[config.mk]
export PLATFORM = sky130hd
export DESIGN_NAME = three_phase_current_sense_autozero
export DESIGN_NICKNAME = d
export VERILOG_FILES = /design/src/hdl/tscaz_pkg.sv /design/src/hdl/tscaz_cal.sv /design/src/hdl/tscaz_ofs.sv /design/src/hdl/tscaz_scale.sv /design/src/hdl/three_phase_current_sense_autozero.sv
export SDC_FILE = /design/constraint.sdc
export NUM_CORES = 2
export LEC_CHECK = 0
export BUFFER_PORTS_ARGS = -buffer_cell sky130_fd_sc_hd__buf_2
export CELL_PAD_IN_SITES_DETAIL_PLACEMENT = 0
export CELL_PAD_IN_SITES_GLOBAL_PLACEMENT = 1
export CORE_UTILIZATION = 52
export CTS_CLUSTER_DIAMETER = 60
export CTS_CLUSTER_SIZE = 25
export DETAILED_ROUTE_END_ITERATION = 6
export PLACE_DENSITY_LB_ADDON = 0.1
export SLEW_MARGIN = 30
export SYNTH_ARGS = -nofsm -noshare
export SYNTH_HDL_FRONTEND = slang
export SYNTH_SLANG_ARGS = --single-unit
[constraint.sdc]
create_clock -name clk -period 8.05 [get_ports clk]
set_input_delay 0.4025 -clock clk [delete_from_list [all_inputs] [get_ports clk]]
set_output_delay 0.4025 -clock clk [all_outputs]
set_load 0.02 [all_outputs]
[src/hdl/tscaz_pkg.sv]
// Shared types and constants for the three-phase current sense block.
// Holds the pipeline control record, channel codes and the fixed field widths.
// Depends on nothing.
package tscaz_pkg;

	// Default parameter values.
	localparam int CAL_SAMPLES_DEF = 100;
	localparam int SAMPLE_BITS_DEF = 12;

	// Fixed widths of the port fields.
	localparam int NUM_CH    = 3;
	localparam int CH_W      = 2;
	localparam int GAIN_W    = 24;
	localparam int CUR_W     = 21;
	localparam int FRAC_W    = 8;
	localparam int CUR_SHIFT = 16;

	localparam logic [GAIN_W-1:0] GAIN_RESET = 24'd67584;

	// Channel codes.
	localparam logic [CH_W-1:0] CH_A    = 2'd0;
	localparam logic [CH_W-1:0] CH_B    = 2'd1;
	localparam logic [CH_W-1:0] CH_C    = 2'd2;
	localparam logic [CH_W-1:0] CH_NONE = 2'd3;

	// Saturation limits of a current in signed Q.16 amps.
	localparam logic signed [CUR_W-1:0] CUR_MAX = {1'b0, {(CUR_W-1){1'b1}}};
	localparam logic signed [CUR_W-1:0] CUR_MIN = {1'b1, {(CUR_W-1){1'b0}}};

	// Control record that travels with each request down the pipeline.
	typedef struct packed {
		logic            vld;
		logic [CH_W-1:0] ch;
		logic            use_cur;
		logic            fin;
		logic            calib;
		logic            snap;
	} tscaz_ctl_t;

endpackage

[src/hdl/tscaz_cal.sv]
// Calibration bookkeeping: per-channel sample sums, counts and done flags.
// Decides what each request does downstream and registers it into stage two.
// Depends on tscaz_pkg.
module tscaz_cal import tscaz_pkg::*; #(
	parameter int SAMPLE_BITS = SAMPLE_BITS_DEF,
	parameter int CAL_SAMPLES = CAL_SAMPLES_DEF
) (
	input  logic                                                clk,
	input  logic                                                arst_n,
	input  logic                                                en,
	input  logic                                                vld_s1,
	input  logic [CH_W-1:0]                                     ch_s1,
	input  logic [SAMPLE_BITS-1:0]                              smp_s1,
	output tscaz_ctl_t                                          ctl_s2,
	output logic [SAMPLE_BITS-1:0]                              smp_s2,
	output logic [SAMPLE_BITS+$clog2(CAL_SAMPLES+1)-1:0]        sum_s2
);

	localparam int CNT_W = $clog2(CAL_SAMPLES + 1);
	localparam int SUM_W = SAMPLE_BITS + CNT_W;

	logic [SUM_W-1:0]  sum_q [NUM_CH];
	logic [CNT_W-1:0]  cnt_q [NUM_CH];
	logic [NUM_CH-1:0] done_q;

	logic [SUM_W-1:0]  sum_nxt [NUM_CH];
	logic [CNT_W-1:0]  cnt_nxt [NUM_CH];
	logic [NUM_CH-1:0] sel;
	logic [NUM_CH-1:0] hit;
	logic [NUM_CH-1:0] fin;
	logic [NUM_CH-1:0] done_nxt;
	logic [SUM_W-1:0]  sum_sel;
	tscaz_ctl_t        ctl;

	// Accumulate the sample of a channel that is still calibrating.
	always_comb begin
		sum_sel = '0;
		for (int i = 0; i < NUM_CH; i++) begin
			sel[i]     = vld_s1 && (ch_s1 == CH_W'(i));
			hit[i]     = sel[i] && !done_q[i];
			sum_nxt[i] = sum_q[i] + SUM_W'(smp_s1);
			cnt_nxt[i] = cnt_q[i] + CNT_W'(1);
			fin[i]     = hit[i] && (cnt_nxt[i] == CNT_W'(CAL_SAMPLES));
			if (hit[i]) begin
				sum_sel = sum_nxt[i];
			end
		end
		done_nxt    = done_q | fin;
		ctl.vld     = vld_s1;
		ctl.ch      = ch_s1;
		ctl.use_cur = |(sel & done_q);
		ctl.fin     = |fin;
		ctl.calib   = &done_nxt;
		ctl.snap    = vld_s1 && (ch_s1 == CH_A) && (&done_nxt);
	end

	// Per-channel calibration state.
	always_ff @(posedge clk or negedge arst_n) begin
		if (!arst_n) begin
			for (int i = 0; i < NUM_CH; i++) begin
				sum_q[i] <= '0;
				cnt_q[i] <= '0;
			end
			done_q <= '0;
		end else if (en) begin
			for (int i = 0; i < NUM_CH; i++) begin
				if (hit[i]) begin
					sum_q[i] <= sum_nxt[i];
					cnt_q[i] <= cnt_nxt[i];
				end
			end
			done_q <= done_nxt;
		end
	end

	// Stage two control.
	always_ff @(posedge clk or negedge arst_n) begin
		if (!arst_n) begin
			ctl_s2 <= '0;
		end else if (en) begin
			ctl_s2 <= ctl;
		end
	end

	// Stage two payload.
	always_ff @(posedge clk) begin
		if (en) begin
			smp_s2 <= smp_s1;
			sum_s2 <= sum_sel;
		end
	end

endmodule

[src/hdl/tscaz_ofs.sv]
// Zero-offset divider and offset store. Divides the calibration sum by the
// sample count with reciprocal multiplies, then removes the offset from samples.
// Depends on tscaz_pkg.
module tscaz_ofs import tscaz_pkg::*; #(
	parameter int SAMPLE_BITS = SAMPLE_BITS_DEF,
	parameter int CAL_SAMPLES = CAL_SAMPLES_DEF
) (
	input  logic                                          clk,
	input  logic                                          arst_n,
	input  logic                                          en,
	input  tscaz_ctl_t                                    ctl_s2,
	input  logic [SAMPLE_BITS-1:0]                        smp_s2,
	input  logic [SAMPLE_BITS+$clog2(CAL_SAMPLES+1)-1:0]  sum_s2,
	output tscaz_ctl_t                                    ctl_s5,
	output logic signed [SAMPLE_BITS+FRAC_W:0]            diff_s5
);

	localparam int CNT_W  = $clog2(CAL_SAMPLES + 1);
	localparam int SUM_W  = SAMPLE_BITS + CNT_W;
	localparam int OFS_W  = SAMPLE_BITS + FRAC_W;
	localparam int DIFF_W = OFS_W + 1;

	// Reciprocal for the whole-count quotient, exact for every sum in range.
	localparam int S1   = SUM_W + CNT_W;
	localparam int M1_W = S1 + 1;
	localparam longint unsigned M1_L =
		((64'd1 << S1) + 64'(CAL_SAMPLES) - 64'd1) / 64'(CAL_SAMPLES);
	localparam logic [M1_W-1:0] M1 = M1_W'(M1_L);
	localparam int Q1_W = SUM_W + M1_W;

	// Reciprocal for the rounded fraction bits of the remainder.
	localparam int X2_W = CNT_W + FRAC_W + 1;
	localparam int S2   = X2_W + CNT_W;
	localparam int M2_W = S2 + 1;
	localparam longint unsigned M2_L =
		((64'd1 << S2) + 64'(CAL_SAMPLES) - 64'd1) / 64'(CAL_SAMPLES);
	localparam logic [M2_W-1:0] M2 = M2_W'(M2_L);
	localparam int F2_W = X2_W + M2_W;

	tscaz_ctl_t             ctl_s3;
	tscaz_ctl_t             ctl_s4;
	logic [SAMPLE_BITS-1:0] smp_s3;
	logic [SAMPLE_BITS-1:0] smp_s4;
	logic [SAMPLE_BITS-1:0] q_s3;
	logic [SAMPLE_BITS-1:0] q_s4;
	logic [SUM_W-1:0]       sum_s3;
	logic [CNT_W-1:0]       r_s4;
	logic [OFS_W-1:0]       zero_ofs_q [NUM_CH];

	logic [Q1_W-1:0]        qprod;
	logic [SUM_W-1:0]       r_full;
	logic [X2_W-1:0]        x2;
	logic [F2_W-1:0]        fprod;
	logic [OFS_W-1:0]       ofs_new;
	logic [OFS_W-1:0]       ofs_sel;
	logic [DIFF_W-1:0]      diff_nxt;

	// Stage two: quotient of the sum by the sample count.
	assign qprod = Q1_W'(sum_s2) * Q1_W'(M1);

	// Stage three: remainder left by the quotient.
	assign r_full = sum_s3 - SUM_W'(q_s3) * SUM_W'(CAL_SAMPLES);

	// Stage four: fraction bits rounded half up, and offset removal.
	assign x2      = (X2_W'(r_s4) << FRAC_W) + X2_W'(CAL_SAMPLES / 2);
	assign fprod   = F2_W'(x2) * F2_W'(M2);
	assign ofs_new = {q_s4, fprod[S2 +: FRAC_W]};

	always_comb begin
		case (ctl_s4.ch)
			CH_A:    ofs_sel = zero_ofs_q[0];
			CH_B:    ofs_sel = zero_ofs_q[1];
			CH_C:    ofs_sel = zero_ofs_q[2];
			default: ofs_sel = '0;
		endcase
	end

	assign diff_nxt = DIFF_W'({smp_s4, {FRAC_W{1'b0}}}) - DIFF_W'(ofs_sel);

	// Offset store, written by the request that completes calibration.
	always_ff @(posedge clk) begin
		if (en && ctl_s4.fin) begin
			for (int i = 0; i < NUM_CH; i++) begin
				if (ctl_s4.ch == CH_W'(i)) begin
					zero_ofs_q[i] <= ofs_new;
				end
			end
		end
	end

	// Pipeline control.
	always_ff @(posedge clk or negedge arst_n) begin
		if (!arst_n) begin
			ctl_s3 <= '0;
			ctl_s4 <= '0;
			ctl_s5 <= '0;
		end else if (en) begin
			ctl_s3 <= ctl_s2;
			ctl_s4 <= ctl_s3;
			ctl_s5 <= ctl_s4;
		end
	end

	// Pipeline payload.
	always_ff @(posedge clk) begin
		if (en) begin
			smp_s3  <= smp_s2;
			sum_s3  <= sum_s2;
			q_s3    <= qprod[S1 +: SAMPLE_BITS];
			smp_s4  <= smp_s3;
			q_s4    <= q_s3;
			r_s4    <= r_full[CNT_W-1:0];
			diff_s5 <= diff_nxt;
		end
	end

endmodule

[src/hdl/tscaz_scale.sv]
// Current scaling: multiplies the offset-free sample by the gain, then rounds
// half away from zero to signed Q.16 amps and saturates to the field range.
// Depends on tscaz_pkg.
module tscaz_scale import tscaz_pkg::*; #(
	parameter int SAMPLE_BITS = SAMPLE_BITS_DEF
) (
	input  logic                               clk,
	input  logic                               arst_n,
	input  logic                               en,
	input  tscaz_ctl_t                         ctl_s5,
	input  logic signed [SAMPLE_BITS+FRAC_W:0] diff_s5,
	input  logic [GAIN_W-1:0]                  gain,
	output tscaz_ctl_t                         ctl_s6,
	output logic signed [CUR_W-1:0]            cur
);

	localparam int DIFF_W   = SAMPLE_BITS + FRAC_W + 1;
	localparam int PROD_W   = DIFF_W + GAIN_W + 1;
	localparam int RND_W    = PROD_W + 1;
	localparam int RND_HALF = 1 << (CUR_SHIFT - 1);
	localparam int CUR_LIM  = 1 << (CUR_W - 1);

	logic signed [PROD_W-1:0] prod_nxt;
	logic signed [PROD_W-1:0] prod_s6;
	logic                     neg;
	logic [PROD_W-1:0]        mag;
	logic [RND_W-1:0]         rnd;

	// Stage five: signed product in Q.32 amps.
	assign prod_nxt = $signed(diff_s5) * $signed({1'b0, gain});

	always_ff @(posedge clk or negedge arst_n) begin
		if (!arst_n) begin
			ctl_s6 <= '0;
		end else if (en) begin
			ctl_s6 <= ctl_s5;
		end
	end

	always_ff @(posedge clk) begin
		if (en) begin
			prod_s6 <= prod_nxt;
		end
	end

	// Stage six: round the magnitude, restore the sign and saturate.
	assign neg = prod_s6[PROD_W-1];
	assign mag = neg ? PROD_W'(-prod_s6) : PROD_W'(prod_s6);
	assign rnd = (RND_W'(mag) + RND_W'(RND_HALF)) >> CUR_SHIFT;

	always_comb begin
		if (neg) begin
			if (rnd > RND_W'(CUR_LIM)) begin
				cur = CUR_MIN;
			end else begin
				cur = CUR_W'(RND_W'(0) - rnd);
			end
		end else begin
			if (rnd > RND_W'(CUR_LIM - 1)) begin
				cur = CUR_MAX;
			end else begin
				cur = CUR_W'(rnd);
			end
		end
	end

endmodule

[src/hdl/three_phase_current_sense_autozero.sv]
// Three-phase current sense with automatic zero-offset calibration.
// Top level: input register, gain register, current and snapshot registers.
// Depends on tscaz_pkg, tscaz_cal, tscaz_ofs and tscaz_scale.
//
// The block takes one ADC conversion request per clock while the output side
// does not stall, and returns one result per request. It is a seven-register
// pipeline (input register, five work stages, result register) that moves as a
// whole whenever the result register is empty or being taken, so the sustained
// rate is one request per cycle while results are taken. The first CAL_SAMPLES
// conversions of each channel set its zero offset, and the next conversion on
// that channel already uses it. Channel code three is passed through with no
// effect on calibration or current state. The gain register may be written in
// any cycle that no request is in flight; writes are always accepted.
module three_phase_current_sense_autozero import tscaz_pkg::*; #(
	parameter int SAMPLE_BITS = SAMPLE_BITS_DEF,
	parameter int CAL_SAMPLES = CAL_SAMPLES_DEF
) (
	input  logic                     clk,
	input  logic                     arst_n,
	input  logic                     in_valid,
	output logic                     in_ready,
	input  logic [CH_W-1:0]          channel,
	input  logic [SAMPLE_BITS-1:0]   sample,
	output logic                     out_valid,
	input  logic                     out_ready,
	output logic                     calibrated,
	output logic                     snapshot_taken,
	output logic signed [CUR_W-1:0]  current_a,
	output logic signed [CUR_W-1:0]  current_b,
	output logic signed [CUR_W-1:0]  current_c,
	input  logic                     cfg_valid,
	output logic                     cfg_ready,
	input  logic [GAIN_W-1:0]        amps_per_lsb
);

	localparam int CNT_W  = $clog2(CAL_SAMPLES + 1);
	localparam int SUM_W  = SAMPLE_BITS + CNT_W;
	localparam int DIFF_W = SAMPLE_BITS + FRAC_W + 1;

	logic                       en;
	logic                       vld_s1;
	logic [CH_W-1:0]            ch_s1;
	logic [SAMPLE_BITS-1:0]     smp_s1;
	tscaz_ctl_t                 ctl_s2;
	tscaz_ctl_t                 ctl_s5;
	tscaz_ctl_t                 ctl_s6;
	logic [SAMPLE_BITS-1:0]     smp_s2;
	logic [SUM_W-1:0]           sum_s2;
	logic signed [DIFF_W-1:0]   diff_s5;
	logic signed [CUR_W-1:0]    cur;
	logic [GAIN_W-1:0]          gain_q;
	logic signed [CUR_W-1:0]    latest_q   [NUM_CH];
	logic signed [CUR_W-1:0]    latest_nxt [NUM_CH];
	logic signed [CUR_W-1:0]    snap_q     [NUM_CH];
	logic                       out_vld_q;
	logic                       calib_q;
	logic                       taken_q;

	// The whole pipeline advances when the result register can take a new value.
	assign en        = !out_vld_q || out_ready;
	assign in_ready  = en;
	assign cfg_ready = 1'b1;

	// Gain register.
	always_ff @(posedge clk or negedge arst_n) begin
		if (!arst_n) begin
			gain_q <= GAIN_RESET;
		end else if (cfg_valid) begin
			gain_q <= amps_per_lsb;
		end
	end

	// Input register.
	always_ff @(posedge clk or negedge arst_n) begin
		if (!arst_n) begin
			vld_s1 <= 1'b0;
		end else if (en) begin
			vld_s1 <= in_valid;
		end
	end

	always_ff @(posedge clk) begin
		if (en && in_valid) begin
			ch_s1  <= channel;
			smp_s1 <= sample;
		end
	end

	tscaz_cal #(
		.SAMPLE_BITS (SAMPLE_BITS),
		.CAL_SAMPLES (CAL_SAMPLES)
	) u_cal (
		.clk    (clk),
		.arst_n (arst_n),
		.en     (en),
		.vld_s1 (vld_s1),
		.ch_s1  (ch_s1),
		.smp_s1 (smp_s1),
		.ctl_s2 (ctl_s2),
		.smp_s2 (smp_s2),
		.sum_s2 (sum_s2)
	);

	tscaz_ofs #(
		.SAMPLE_BITS (SAMPLE_BITS),
		.CAL_SAMPLES (CAL_SAMPLES)
	) u_ofs (
		.clk     (clk),
		.arst_n  (arst_n),
		.en      (en),
		.ctl_s2  (ctl_s2),
		.smp_s2  (smp_s2),
		.sum_s2  (sum_s2),
		.ctl_s5  (ctl_s5),
		.diff_s5 (diff_s5)
	);

	tscaz_scale #(
		.SAMPLE_BITS (SAMPLE_BITS)
	) u_scale (
		.clk     (clk),
		.arst_n  (arst_n),
		.en      (en),
		.ctl_s5  (ctl_s5),
		.diff_s5 (diff_s5),
		.gain    (gain_q),
		.ctl_s6  (ctl_s6),
		.cur     (cur)
	);

	// Latest currents including the request in the last stage.
	always_comb begin
		for (int i = 0; i < NUM_CH; i++) begin
			if (ctl_s6.use_cur && (ctl_s6.ch == CH_W'(i))) begin
				latest_nxt[i] = cur;
			end else begin
				latest_nxt[i] = latest_q[i];
			end
		end
	end

	// Latest currents, snapshot and result register.
	always_ff @(posedge clk or negedge arst_n) begin
		if (!arst_n) begin
			for (int i = 0; i < NUM_CH; i++) begin
				latest_q[i] <= '0;
				snap_q[i]   <= '0;
			end
			out_vld_q <= 1'b0;
			calib_q   <= 1'b0;
			taken_q   <= 1'b0;
		end else if (en) begin
			out_vld_q <= ctl_s6.vld;
			if (ctl_s6.vld) begin
				latest_q <= latest_nxt;
				if (ctl_s6.snap) begin
					snap_q <= latest_nxt;
				end
				calib_q <= ctl_s6.calib;
				taken_q <= ctl_s6.snap;
			end
		end
	end

	assign out_valid      = out_vld_q;
	assign calibrated     = calib_q;
	assign snapshot_taken = taken_q;
	assign current_a      = snap_q[0];
	assign current_b      = snap_q[1];
	assign current_c      = snap_q[2];

endmodule
==> run metrics <==
run status=finished, final reports clean; Slew Limit Headroom=between 30% and 40%; Floorplan Core Area=approximately 93000 um^2; half-perimeter wire length after detailed placement=between 90 and 100 mm; diode count=0; first-pass GRT wire length=196.8 mm; area share of fa/ha/maj cells after synthesis=approximately 36%; Synth warnings=0; Compound-Gate Fraction of Synth Area=under 10%; Final ANT Viol Nets=0; aggregate global routing overflow=0; combined area of all synthesized cells=about 49000 um^2; cells on worst reg2reg path=27; Via-to-Cell Ratio=~5.4; Detailed Route WL=121.3 mm; maximum number of pins on one net before global-route repair=106; crit path kind=reg2reg; post-DR wirelength/cell=roughly 19 um; data required time of the critical path=~8500 ps; number of register bits inferred by synthesis=between 500 and 600; worst hold-check path type=in2reg; post-synthesis net count=about 6100; leading cell types in the layout, fill and taps excluded=793 x sky130_fd_sc_hd__inv_1, 640 x sky130_fd_sc_hd__nand2_1, 580 x sky130_fd_sc_hd__fa_1; max-slew violations=0; worst hold path stage count=2; area share of xor/xnor cells in the synthesized design=4.038%; minimum hold slack=approximately 37 ps; Residual DRC=0; Total Routing Usage GR=a little over a quarter; layout cell share with drive strength beyond 1=just over 8%; CTS root buf=sky130_fd_sc_hd__clkbuf_16; main combinational cell family by area after synthesis=adder cells; length of the first detailed-routing pass in iterations=5; final worst slack=roughly 360 ps; sequential fraction of the synthesis area=roughly 28%; number of antenna violations at the first check in global routing=0; number of global-route vias before repair=between 30000 and 40000; launch point of the worst reg-to-reg path=u_ofs.diff_s5[6]$_DFFE_PN_; startpoint class of the critical path=flip-flop; biggest fanout along the worst timing path=9; vias after detailed routing=34177; Register-to-Register Setup Slack=between 300 and 400 ps; data arrival time of the critical path=slightly above 8000 ps; H-tree depth=2; clock sinks=502; Hold Vio Cnt, Final=0; die span in y=slightly above 300 um; Tightest Pin Transition=approximately 950 ps; simple-gate share of the synthesized area=~14%; count of distinct cell types in the synthesized netlist=93; end of the worst register-to-register path=u_scale.prod_s6[45]$_DFFE_PN_; clock latency reported for the late side of the worst-skew pair=between 600 and 700 ps; 1st-iter DRT viols=2066; weighted congestion at the end of routability-driven global placement=a little over 0.9; max-cap violation count=0; die span in x=roughly 300 um; I/O Pins=~110; per-instance average area after synthesis=just under 10 um^2; Post-layout nets=about 6200; Synth async-reset ratio=a little over half; Post-Route Skew=~65 ps; multiplexer share of the synthesized area=between 1 and 1.5%; final worst path period need=7693 ps; starting utilization of the core area=between 50% and 60%; Critical Path Sink Type=flip-flop; count of mapped cells out of synthesis=a little under 5000; pre-CTS setup slack=about 140 ps; cell row count=112; prevailing post-synth register cell=sky130_fd_sc_hd__dfrtp_1; CTS tree=done; Util after Layout=57.56%; deepest clock path buffer count=3; post-route insts no fill=6358; area added between synthesis and finish=9.586%; achievable frequency=~0.13 GHz; placed insts=between 6000 and 7000; number of I/O port buffers=109; end point of the critical path=u_scale.prod_s6[45]$_DFFE_PN_; area of the die=~96000 um^2; number of enable-type register cells in the synthesized netlist=roughly 230; launching instance or port of the critical path=u_ofs.diff_s5[6]$_DFFE_PN_; most common cell after layout, fill and taps aside=sky130_fd_sc_hd__inv_1; Period Utilization, post-route=around 96%; number of failing setup endpoints in the final timing report=0; clock slew at the register clock pins of the worst setup and hold paths=roughly 80 ps; number of CTS-inserted buffers=53
==> cells in the mapped netlist (8+ instances only) <==
| cell type | count | area share, % |
|---|---|---|
| sky130_fd_sc_hd__o21a_1 | 19 | 0.29 |
| sky130_fd_sc_hd__o21bai_1 | 14 | 0.21 |
| sky130_fd_sc_hd__nor3_1 | 58 | 0.59 |
| sky130_fd_sc_hd__nor2b_1 | 32 | 0.41 |
| sky130_fd_sc_hd__o31ai_1 | 12 | 0.18 |
| sky130_fd_sc_hd__nor3b_1 | 10 | 0.15 |
| sky130_fd_sc_hd__xor2_1 | 76 | 1.4 |
| sky130_fd_sc_hd__xnor2_1 | 150 | 2.7 |
| sky130_fd_sc_hd__clkbuf_1 | 179 | 1.4 |
| sky130_fd_sc_hd__a211oi_1 | 18 | 0.28 |
| sky130_fd_sc_hd__buf_2 | 15 | 0.15 |
| sky130_fd_sc_hd__a21o_1 | 47 | 0.72 |
| sky130_fd_sc_hd__inv_1 | 794 | 6.1 |
| sky130_fd_sc_hd__and2_1 | 218 | 2.8 |
| sky130_fd_sc_hd__mux2i_1 | 31 | 0.63 |
| sky130_fd_sc_hd__dfrtp_1 | 266 | 14 |
| sky130_fd_sc_hd__nand3_1 | 61 | 0.62 |
| sky130_fd_sc_hd__mux2_2 | 33 | 0.76 |
| sky130_fd_sc_hd__o21ai_0 | 139 | 1.4 |
| sky130_fd_sc_hd__or3_1 | 23 | 0.29 |
| sky130_fd_sc_hd__a221o_1 | 15 | 0.31 |
| sky130_fd_sc_hd__o21ai_1 | 82 | 0.84 |
| sky130_fd_sc_hd__edfxtp_1 | 234 | 14 |
| sky130_fd_sc_hd__o211ai_1 | 12 | 0.18 |
| sky130_fd_sc_hd__nor4_1 | 15 | 0.19 |
| sky130_fd_sc_hd__a21oi_1 | 162 | 1.7 |
| sky130_fd_sc_hd__or4_1 | 9 | 0.14 |
| sky130_fd_sc_hd__nand4_1 | 25 | 0.32 |
| sky130_fd_sc_hd__a22oi_1 | 18 | 0.28 |
| sky130_fd_sc_hd__a21boi_0 | 9 | 0.14 |
| sky130_fd_sc_hd__a31oi_1 | 9 | 0.11 |
| sky130_fd_sc_hd__o2bb2ai_1 | 8 | 0.14 |
| sky130_fd_sc_hd__and3_1 | 83 | 1.1 |
| sky130_fd_sc_hd__fa_1 | 580 | 24 |
| sky130_fd_sc_hd__nand2_1 | 640 | 4.9 |
| sky130_fd_sc_hd__or2_2 | 15 | 0.19 |
| sky130_fd_sc_hd__nor2_1 | 161 | 1.2 |
| sky130_fd_sc_hd__and4_1 | 11 | 0.20 |
| sky130_fd_sc_hd__ha_1 | 492 | 13 |
| sky130_fd_sc_hd__nand2b_1 | 36 | 0.46 |
==> worst min path at each step <==
stage	from	to	slack (ps)
CTS	amps_per_lsb[22]	gain_q[22]$_DFFE_PN0P_	2
floorplan	arst_n	calibrated$_DFFE_PN0P_	110
global route	amps_per_lsb[22]	gain_q[22]$_DFFE_PN0P_	20
global placement	u_ofs.q_s3[5]$_DFFE_PN_	u_ofs.q_s4[5]$_DFFE_PN_	400
finish	amps_per_lsb[13]	gain_q[13]$_DFFE_PN0P_	40
detailed placement	u_cal.smp_s2[1]$_DFFE_PN_	u_ofs.smp_s3[1]$_DFFE_PN_	400
==> layer usage <==
layer	GRT usage (%)	share of wire, %	vias to the layer above
li1	-	-	16318
met1	35.13	44	17070
met2	46.03	50	640
met3	2.905	3.6	149
met4	6.804	2.6	0
met5	0	0	-
==> stage by stage <==
stage	TNS, ps	cell area [um^2]
after floorplan	0	49020
after global placement	0	51220
after detailed placement	0	51220
after CTS	0	53490
after global routing	-6.863	53720
final	0	53720
==> critical path: stages (launching register included) <==
cell	delay, ps
sky130_fd_sc_hd__edfxtp_1	550
sky130_fd_sc_hd__buf_4	240
sky130_fd_sc_hd__and2_1	160
sky130_fd_sc_hd__fa_1	530
sky130_fd_sc_hd__inv_1	50
sky130_fd_sc_hd__fa_1	530
sky130_fd_sc_hd__inv_1	50
sky130_fd_sc_hd__fa_1	500
sky130_fd_sc_hd__inv_1	60
sky130_fd_sc_hd__fa_1	400
sky130_fd_sc_hd__inv_1	80
sky130_fd_sc_hd__fa_1	450
sky130_fd_sc_hd__fa_1	570
sky130_fd_sc_hd__inv_1	60
sky130_fd_sc_hd__fa_1	520
sky130_fd_sc_hd__inv_1	40
sky130_fd_sc_hd__ha_1	350
sky130_fd_sc_hd__nand4_1	220
sky130_fd_sc_hd__nor2b_1	200
sky130_fd_sc_hd__and3b_1	170
sky130_fd_sc_hd__a22o_1	150
sky130_fd_sc_hd__o221ai_1	200
sky130_fd_sc_hd__a211oi_2	300
sky130_fd_sc_hd__o21a_1	210
sky130_fd_sc_hd__nor4_2	60
sky130_fd_sc_hd__o41ai_1	480
sky130_fd_sc_hd__a21oi_1	150
sky130_fd_sc_hd__xnor2_1	150
==> what timing repair did <==
item / CTS / global route
setup endpoints to repair: 0 / 8
endpoints found under the hold margin: 107 / 0
hold buffers: 30 / 0
gates resized for setup: 0 / 7
buffers inserted: 0 / 22
==> flip-flops by register name (all words and copies together) (netlist names), 19 cells and up <==
register	flops
u_cal.sum_q	57
u_cal.sum_s2	19
current_a	21
u_ofs.zero_ofs_q	60
current_c	21
u_cal.cnt_q	21
u_ofs.diff_s5	21
current_b	21
u_scale.prod_s6	46
gain_q	24
latest_q	63
==> kinds of logic after synthesis <==
| group | after synthesis |
|---|---|
| other | 1 |
| DFF | 502 |
| AOI/OAI and AO/OA | 655 |
| buffers and inverters | 997 |
| adders and majority gates | 1072 |
| and+or+nand+nor | 1423 |
| xor gates and xnor gates | 226 |
| muxes | 64 |
==> area by class of cell <==
| type | instances | area, um^2 |
|---|---|---|
| fillers | 8337 | 39610 |
| multi-input cells | 3441 | 31590 |
| flip-flops and latches | 502 | 13740 |
| inverters | 794 | 2988 |
| repair buffers | 267 | 1871 |
| well taps | 1254 | 1569 |
| clock buffers | 57 | 1351 |
| clock inverters | 43 | 614.3 |
Power is not shown: default switching activity piles up to over one toggle a cycle in this logic, so the estimate is an artifact.
